## config.mk

```make
export PLATFORM = sky130hd
export DESIGN_NAME = pidaw_cfg
export DESIGN_NICKNAME = d
export VERILOG_FILES = /design/src/rtl/pidaw_pkg.sv /design/src/rtl/pidaw_cfg.sv
export SDC_FILE = /design/constraint.sdc
export NUM_CORES = 1
export LEC_CHECK = 0
export BUFFER_PORTS_ARGS = -buffer_cell sky130_fd_sc_hd__buf_4
export CAP_MARGIN = 25
export CORE_ASPECT_RATIO = 1.75
export CORE_MARGIN = 8
export CORE_UTILIZATION = 30
export CTS_CLUSTER_DIAMETER = 30
export CTS_CLUSTER_SIZE = 28
export DETAILED_ROUTE_END_ITERATION = 6
export PLACE_DENSITY = 0.55
export SLEW_MARGIN = 30
export SYNTH_ARGS = -nofsm -noshare
export SYNTH_HDL_FRONTEND = slang
export SYNTH_SLANG_ARGS = --single-unit
```

## constraint.sdc

```tcl
create_clock -name clk -period 3.01 [get_ports clk]
set_input_delay 0 -clock clk [delete_from_list [all_inputs] [get_ports clk]]
set_output_delay 0 -clock clk [all_outputs]
set_load 0.05 [all_outputs]
```

## src/rtl/pidaw_pkg.sv

```systemverilog
// Package: shared constants, types and a saturation helper for the PID regulator.
package pidaw_pkg;

  localparam int DataW   = 32;
  localparam int AddrW   = 5;
  localparam int NumRegs = 8;

  // register indexes
  localparam logic [2:0] REG_KP  = 3'd0;
  localparam logic [2:0] REG_KI  = 3'd1;
  localparam logic [2:0] REG_KD  = 3'd2;
  localparam logic [2:0] REG_KAW = 3'd3;
  localparam logic [2:0] REG_TC  = 3'd4;
  localparam logic [2:0] REG_HI  = 3'd5;
  localparam logic [2:0] REG_LO  = 3'd6;
  localparam logic [2:0] REG_SR  = 3'd7;

  localparam logic [31:0] PeriodDefault = 32'd16777;

  typedef struct packed {
    logic signed [31:0] kp;
    logic signed [31:0] ki;
    logic signed [31:0] kd;
    logic signed [31:0] kaw;
    logic        [31:0] tc;
    logic signed [31:0] hi;
    logic signed [31:0] lo;
    logic        [30:0] sr;
  } cfg_t;

  // saturate a 66-bit signed value to 32 bits
  function automatic logic signed [31:0] sat32(input logic signed [65:0] x);
    logic signed [65:0] mx;
    logic signed [65:0] mn;
    begin
      mx = 66'sd2147483647;
      mn = -66'sd2147483648;
      if (x > mx) sat32 = 32'sh7FFF_FFFF;
      else if (x < mn) sat32 = 32'sh8000_0000;
      else sat32 = x[31:0];
    end
  endfunction

endpackage

```

## src/rtl/pidaw_cfg.sv

```systemverilog
// APB register file holding gains, clamps, filter constant and slew limit.
module pidaw_cfg (
  input  logic                         clk,
  input  logic                         rst,
  input  logic                         psel,
  input  logic                         penable,
  input  logic                         pwrite,
  input  logic [pidaw_pkg::AddrW-1:0]  paddr,
  input  logic [31:0]                  pwdata,
  output logic [31:0]                  prdata,
  output pidaw_pkg::cfg_t              cfg
);

  logic wr;
  logic [2:0] idx;
  assign wr  = psel && penable && pwrite;
  assign idx = paddr[4:2];

  // register writes
  always_ff @(posedge clk) begin
    if (rst) begin
      cfg.kp  <= 32'sd655360;
      cfg.ki  <= '0;
      cfg.kd  <= 32'sd65536;
      cfg.kaw <= '0;
      cfg.tc  <= 32'd335544;
      cfg.hi  <= 32'sd6553600;
      cfg.lo  <= -32'sd6553600;
      cfg.sr  <= 31'd327680000;
    end else if (wr && paddr[1:0] == 2'b00) begin
      case (idx)
        pidaw_pkg::REG_KP:  cfg.kp  <= pwdata;
        pidaw_pkg::REG_KI:  cfg.ki  <= pwdata;
        pidaw_pkg::REG_KD:  cfg.kd  <= pwdata;
        pidaw_pkg::REG_KAW: cfg.kaw <= pwdata;
        pidaw_pkg::REG_TC:  cfg.tc  <= pwdata;
        pidaw_pkg::REG_HI:  cfg.hi  <= pwdata;
        pidaw_pkg::REG_LO:  cfg.lo  <= pwdata;
        pidaw_pkg::REG_SR:  cfg.sr  <= pwdata[30:0];
        default: ;
      endcase
    end
  end

  // read back
  always_comb begin
    case (idx)
      pidaw_pkg::REG_KP:  prdata = cfg.kp;
      pidaw_pkg::REG_KI:  prdata = cfg.ki;
      pidaw_pkg::REG_KD:  prdata = cfg.kd;
      pidaw_pkg::REG_KAW: prdata = cfg.kaw;
      pidaw_pkg::REG_TC:  prdata = cfg.tc;
      pidaw_pkg::REG_HI:  prdata = cfg.hi;
      pidaw_pkg::REG_LO:  prdata = cfg.lo;
      pidaw_pkg::REG_SR:  prdata = {1'b0, cfg.sr};
      default:            prdata = '0;
    endcase
  end

endmodule

```

==> results_tabular.tex <==
\begin{tabular}{lr}
\hline
Metric & Value \\
\hline
\multicolumn{2}{l}{\textbf{Run status}} \\
\quad Result of the run & finished clean \\
\multicolumn{2}{l}{\textbf{STA}} \\
\quad Maximum clock frequency & approximately 440 MHz \\
\quad Clk\_skew & 0 ps \\
\quad Worst-case setup margin in the final layout & 744 ps \\
\quad Least-Margin Pin Slew & 827 ps \\
\quad Time the worst path needs with I/O delays and setup & about 2300 ps \\
\quad Unrepaired setup endpoints after global routing & false \\
\quad Final Setup Violations & 0 \\
\quad Period utilisation layout & 0.753 \\
\quad Number of slew-limit violations in the final report & 0 \\
\quad Setup TNS after final layout & 0 ps \\
\quad Slew headroom & 0.449 \\
\quad Final Hold Fails & 0 \\
\multicolumn{2}{l}{\textbf{Synthesis}} \\
\quad Fraction of synthesis flops using an asynchronous set or reset pin & 0 \\
\quad Mapped Cells & $\sim$1500 \\
\quad Number of distinct library cells after synthesis & 38 \\
\quad Synthesis Warnings & 0 \\
\quad Most common flop cell mapped by yosys & sky130\_fd\_sc\_hd\_\_dfxtp\_1 \\
\quad Synthesized Nets & approximately 1500 \\
\quad Post-Syn Area per Cell & 7.67 sq um \\
\quad Part of the Yosys area used for sequential elements & 0.457 \\
\quad Post-synthesis sequential element count & $\sim$260 \\
\quad Post-Synthesis Cell Area & 11200 sq um \\
\quad Number of enable-type register cells in the synthesized netlist & 0 \\
\multicolumn{2}{l}{\textbf{Placement}} \\
\quad IO buf count & 328 \\
\quad GPL Wtd Cong & roughly 0.89 \\
\quad Pre-CTS WS & 786 ps \\
\quad Detailed placement HPWL & between 30000 and 40000 um \\
\multicolumn{2}{l}{\textbf{Clock tree}} \\
\quad Number of setup buffers added after CTS & 0 \\
\quad Number of resized instances in the post-cts repair step & 0 \\
\quad Maximum level of the CTS H-tree & 2 \\
\quad Buffers from clock root to sink, at most & 3 \\
\quad Num CTS Buffers & 41 \\
\quad Clock-pin slew on the worst setup and hold paths & 50 ps \\
\quad CTS tree & yes \\
\quad Number of hold buffers added after cts & 32 \\
\quad Clock sink count & approximately 260 \\
\quad Clk\_lat worst skew & roughly 530 ps \\
\quad Clock tree root buffer cell & sky130\_fd\_sc\_hd\_\_clkbuf\_16 \\
\multicolumn{2}{l}{\textbf{Cells and area}} \\
\quad Max FFs per register & between 200 and 300 \\
\quad Top flop regs & cfg x255 \\
\quad Synthesis-to-finish area growth & 40.5\% \\
\quad Register name with the most flops & cfg \\
\quad Number of filler instances in the final layout & $\sim$3800 \\
\quad Share of final-layout standard cells stronger than drive strength 1 & 0.273 \\
\quad Number of nets in the layout & 1795 \\
\multicolumn{2}{l}{\textbf{Route}} \\
\quad Remaining DRCs & 0 \\
\quad Drt pass-1 iters & 5 \\
\quad Routed length on met3 & roughly 3000 um \\
\quad Highest metal layer with signal wires & met4 \\
\quad Avg Vias per Cell & 5.16 \\
\quad Overall routed net length & roughly 50000 um \\
\quad WL per Instance & 22.2 um \\
\quad Antenna-violating nets left & 0 \\
\quad Vias & $\sim$12000 \\
\quad Met2 Routed Length & around 25000 um \\
\quad Met1 Routed Length & roughly 19000 um \\
\quad DRC violation total after the first TritonRoute iteration & 793 \\
\multicolumn{2}{l}{\textbf{Floorplan}} \\
\quad Horizontal extent of the die & 162 um \\
\quad Die Area & roughly 44000 sq um \\
\quad Die H & around 270 um \\
\quad Number of standard-cell rows in the floorplan & between 90 and 100 \\
\quad Starting density of the core & 0.304 \\
\quad Number of top-level pins & roughly 330 \\
\quad Core Area & 36800 sq um \\
\multicolumn{2}{l}{\textbf{Power and ir drop}} \\
\quad Power density of the placed cells & approximately 570 nW/um\^{}2 \\
\quad Peak VDD IR & about 0.0004 V \\
\quad Total power consumption of the routed design & between 9000 and 10000 uW \\
\quad Static leakage & about 0.006 uW \\
\multicolumn{2}{l}{\textbf{Critical path}} \\
\quad Largest fanout on the critical path & 50 \\
\quad Delay of the slowest critical-path stage & about 600 ps \\
\quad Kind of start point of the critical path & input pin \\
\quad CP Capture Type & output port \\
\quad Critical Path Most Common Cell & sky130\_fd\_sc\_hd\_\_buf\_4 \\
\quad Required arrival time at the worst endpoint & about 3000 ps \\
\quad Start-to-end type of the worst setup path & in -> out \\
\quad Signal arrival time at the worst endpoint & between 2000 and 2500 ps \\
\quad Slowest stage cell, crit path & sky130\_fd\_sc\_hd\_\_nor2b\_4 \\
\quad Startpoint of the worst register-to-register path & cfg[175] \\
\quad Cells traversed along the worst timing path & buf\_4 -> nor2b\_4 -> buf\_4 -> a221oi\_1 -> a221oi\_1 -> nor2\_1 -> buf\_4 \\
\quad Startpoint of the worst setup timing path & paddr[3] \\
\multicolumn{2}{l}{\textbf{Global routing}} \\
\quad Global-route usage over all layers & 0.221 \\
\quad First-pass GRT wire length & around 75000 um \\
\quad Pin count of the biggest net entering global routing & 90 \\
\quad GRT overflow & 0 \\
\quad Number of global-route vias before repair & around 12000 \\
\quad Number of antenna violations at the first check in global routing & 1 \\
\multicolumn{2}{l}{\textbf{Hold path}} \\
\quad Type of the most critical hold path & in -> reg \\
\quad HP Start & rst \\
\multicolumn{2}{l}{\textbf{Job}} \\
\quad Max Cap Viol & 0 \\
\hline
\end{tabular}
layout make-up:
cell class	count	area (sq um)	share of cell area
clock buffers	44	1090	0.0694
repair buffers	403	3170	0.202
multi-input cells	1019	5250	0.334
well taps	475	594	0.0378
diodes	1	2.50	0.000159
clock inverters	32	368	0.0234
flip-flops and latches	255	5100	0.325
inverters	33	124	0.00789
synthesized netlist by cell type (all sizes together) (2+ instances only):
master  count  area (sq um)
nand2b      6          37.5
a221oi     53           464
and4        4          35.0
nor2       80           300
nor2b       8          50.1
dfxtp     255          5100
nand3b      2          15.0
a21oi     254          1270
a22o       36           315
nor3       48           245
a22oi       8          60.1
clkbuf     80           300
mux2       25           282
inv        33           124
buf        69           437
or3         2          17.5
nand4b      2          17.5
nand4       4          25.0
mux2i      24           240
nand2     450          1690
critical path: cells and delay by family:
| family | cells | cell delay [ps] |
|---|---|---|
| compound gates | 2 | 460 |
| buf+inv | 3 | 1060 |
| simple gates | 2 | 690 |
metrics by stage:
stage	instances	utilization	hold WS, ps	cell area (sq um)
2_1_floorplan	1456	-	124	11200
3_3_place_gp	2153	0.379	284	13900
3_5_place_dp	2153	0.379	303	13900
4_1_cts	2261	0.427	58.2	15700
5_1_grt	2262	0.427	94.0	15700
6_report	2262	0.427	76.5	15700
layer usage:
metal / up-vias / GRT usage
met3: 135 / 0.0376
met1: 5554 / 0.245
met2: 473 / 0.383
met4: 0 / 0.140
li1: 5510 / -
met5: - / 0
power by group:
part | internal (uW) | total (uW) | switching [uW]
sequential | 3380 | 3390 | 7.73
clock | 3120 | 4960 | 1840
combinational | 211 | 671 | 460
total | 6720 | 9030 | 2310
logic make-up after synthesis:
| kind of cell | share of synthesized area |
|---|---|
| muxes | 0.0487 |
| DFF | 0.457 |
| buffers and inverters | 0.0770 |
| AOI/OAI and AO/OA | 0.192 |
| and+or+nand+nor | 0.226 |
final timing paths:
path | endpoint | cells after the start | slack (ps)
worst max-delay path | prdata[12] | 7 | 740
worst min-delay path | cfg[185] | 2 | 80
worst max register to register | cfg[175] | 2 | 2270
worst min register to register | cfg[21] | 2 | 470
layout by cell type, fill, tap and decap left out, types with 2 or more instances in the layout:
cell type                       instances
sky130_fd_sc_hd__mux2i_1               24
sky130_fd_sc_hd__nand2_1              450
sky130_fd_sc_hd__inv_6                 12
sky130_fd_sc_hd__nand4b_1               2
sky130_fd_sc_hd__a21oi_1              254
sky130_fd_sc_hd__nor2b_4                2
sky130_fd_sc_hd__dfxtp_1              255
sky130_fd_sc_hd__nand4_1                4
sky130_fd_sc_hd__clkinv_4               3
sky130_fd_sc_hd__a22o_1                36
sky130_fd_sc_hd__clkinv_2               3
sky130_fd_sc_hd__nand2b_1               6
sky130_fd_sc_hd__a221oi_1              53
sky130_fd_sc_hd__clkbuf_8               2
sky130_fd_sc_hd__clkbuf_16             43
sky130_fd_sc_hd__nor2_1                80
sky130_fd_sc_hd__dlygate4sd3_1         32
sky130_fd_sc_hd__nor3_1                47
sky130_fd_sc_hd__buf_12                 5
sky130_fd_sc_hd__mux2_2                25
sky130_fd_sc_hd__clkinvlp_4             8
sky130_fd_sc_hd__inv_1                 33
sky130_fd_sc_hd__nor2b_1                6
sky130_fd_sc_hd__buf_4                365
sky130_fd_sc_hd__nand3b_1               2
sky130_fd_sc_hd__bufinv_16              5
sky130_fd_sc_hd__and4_2                 4
sky130_fd_sc_hd__a22oi_1                8
No activity file was read; power rests on OpenSTA's default activity.
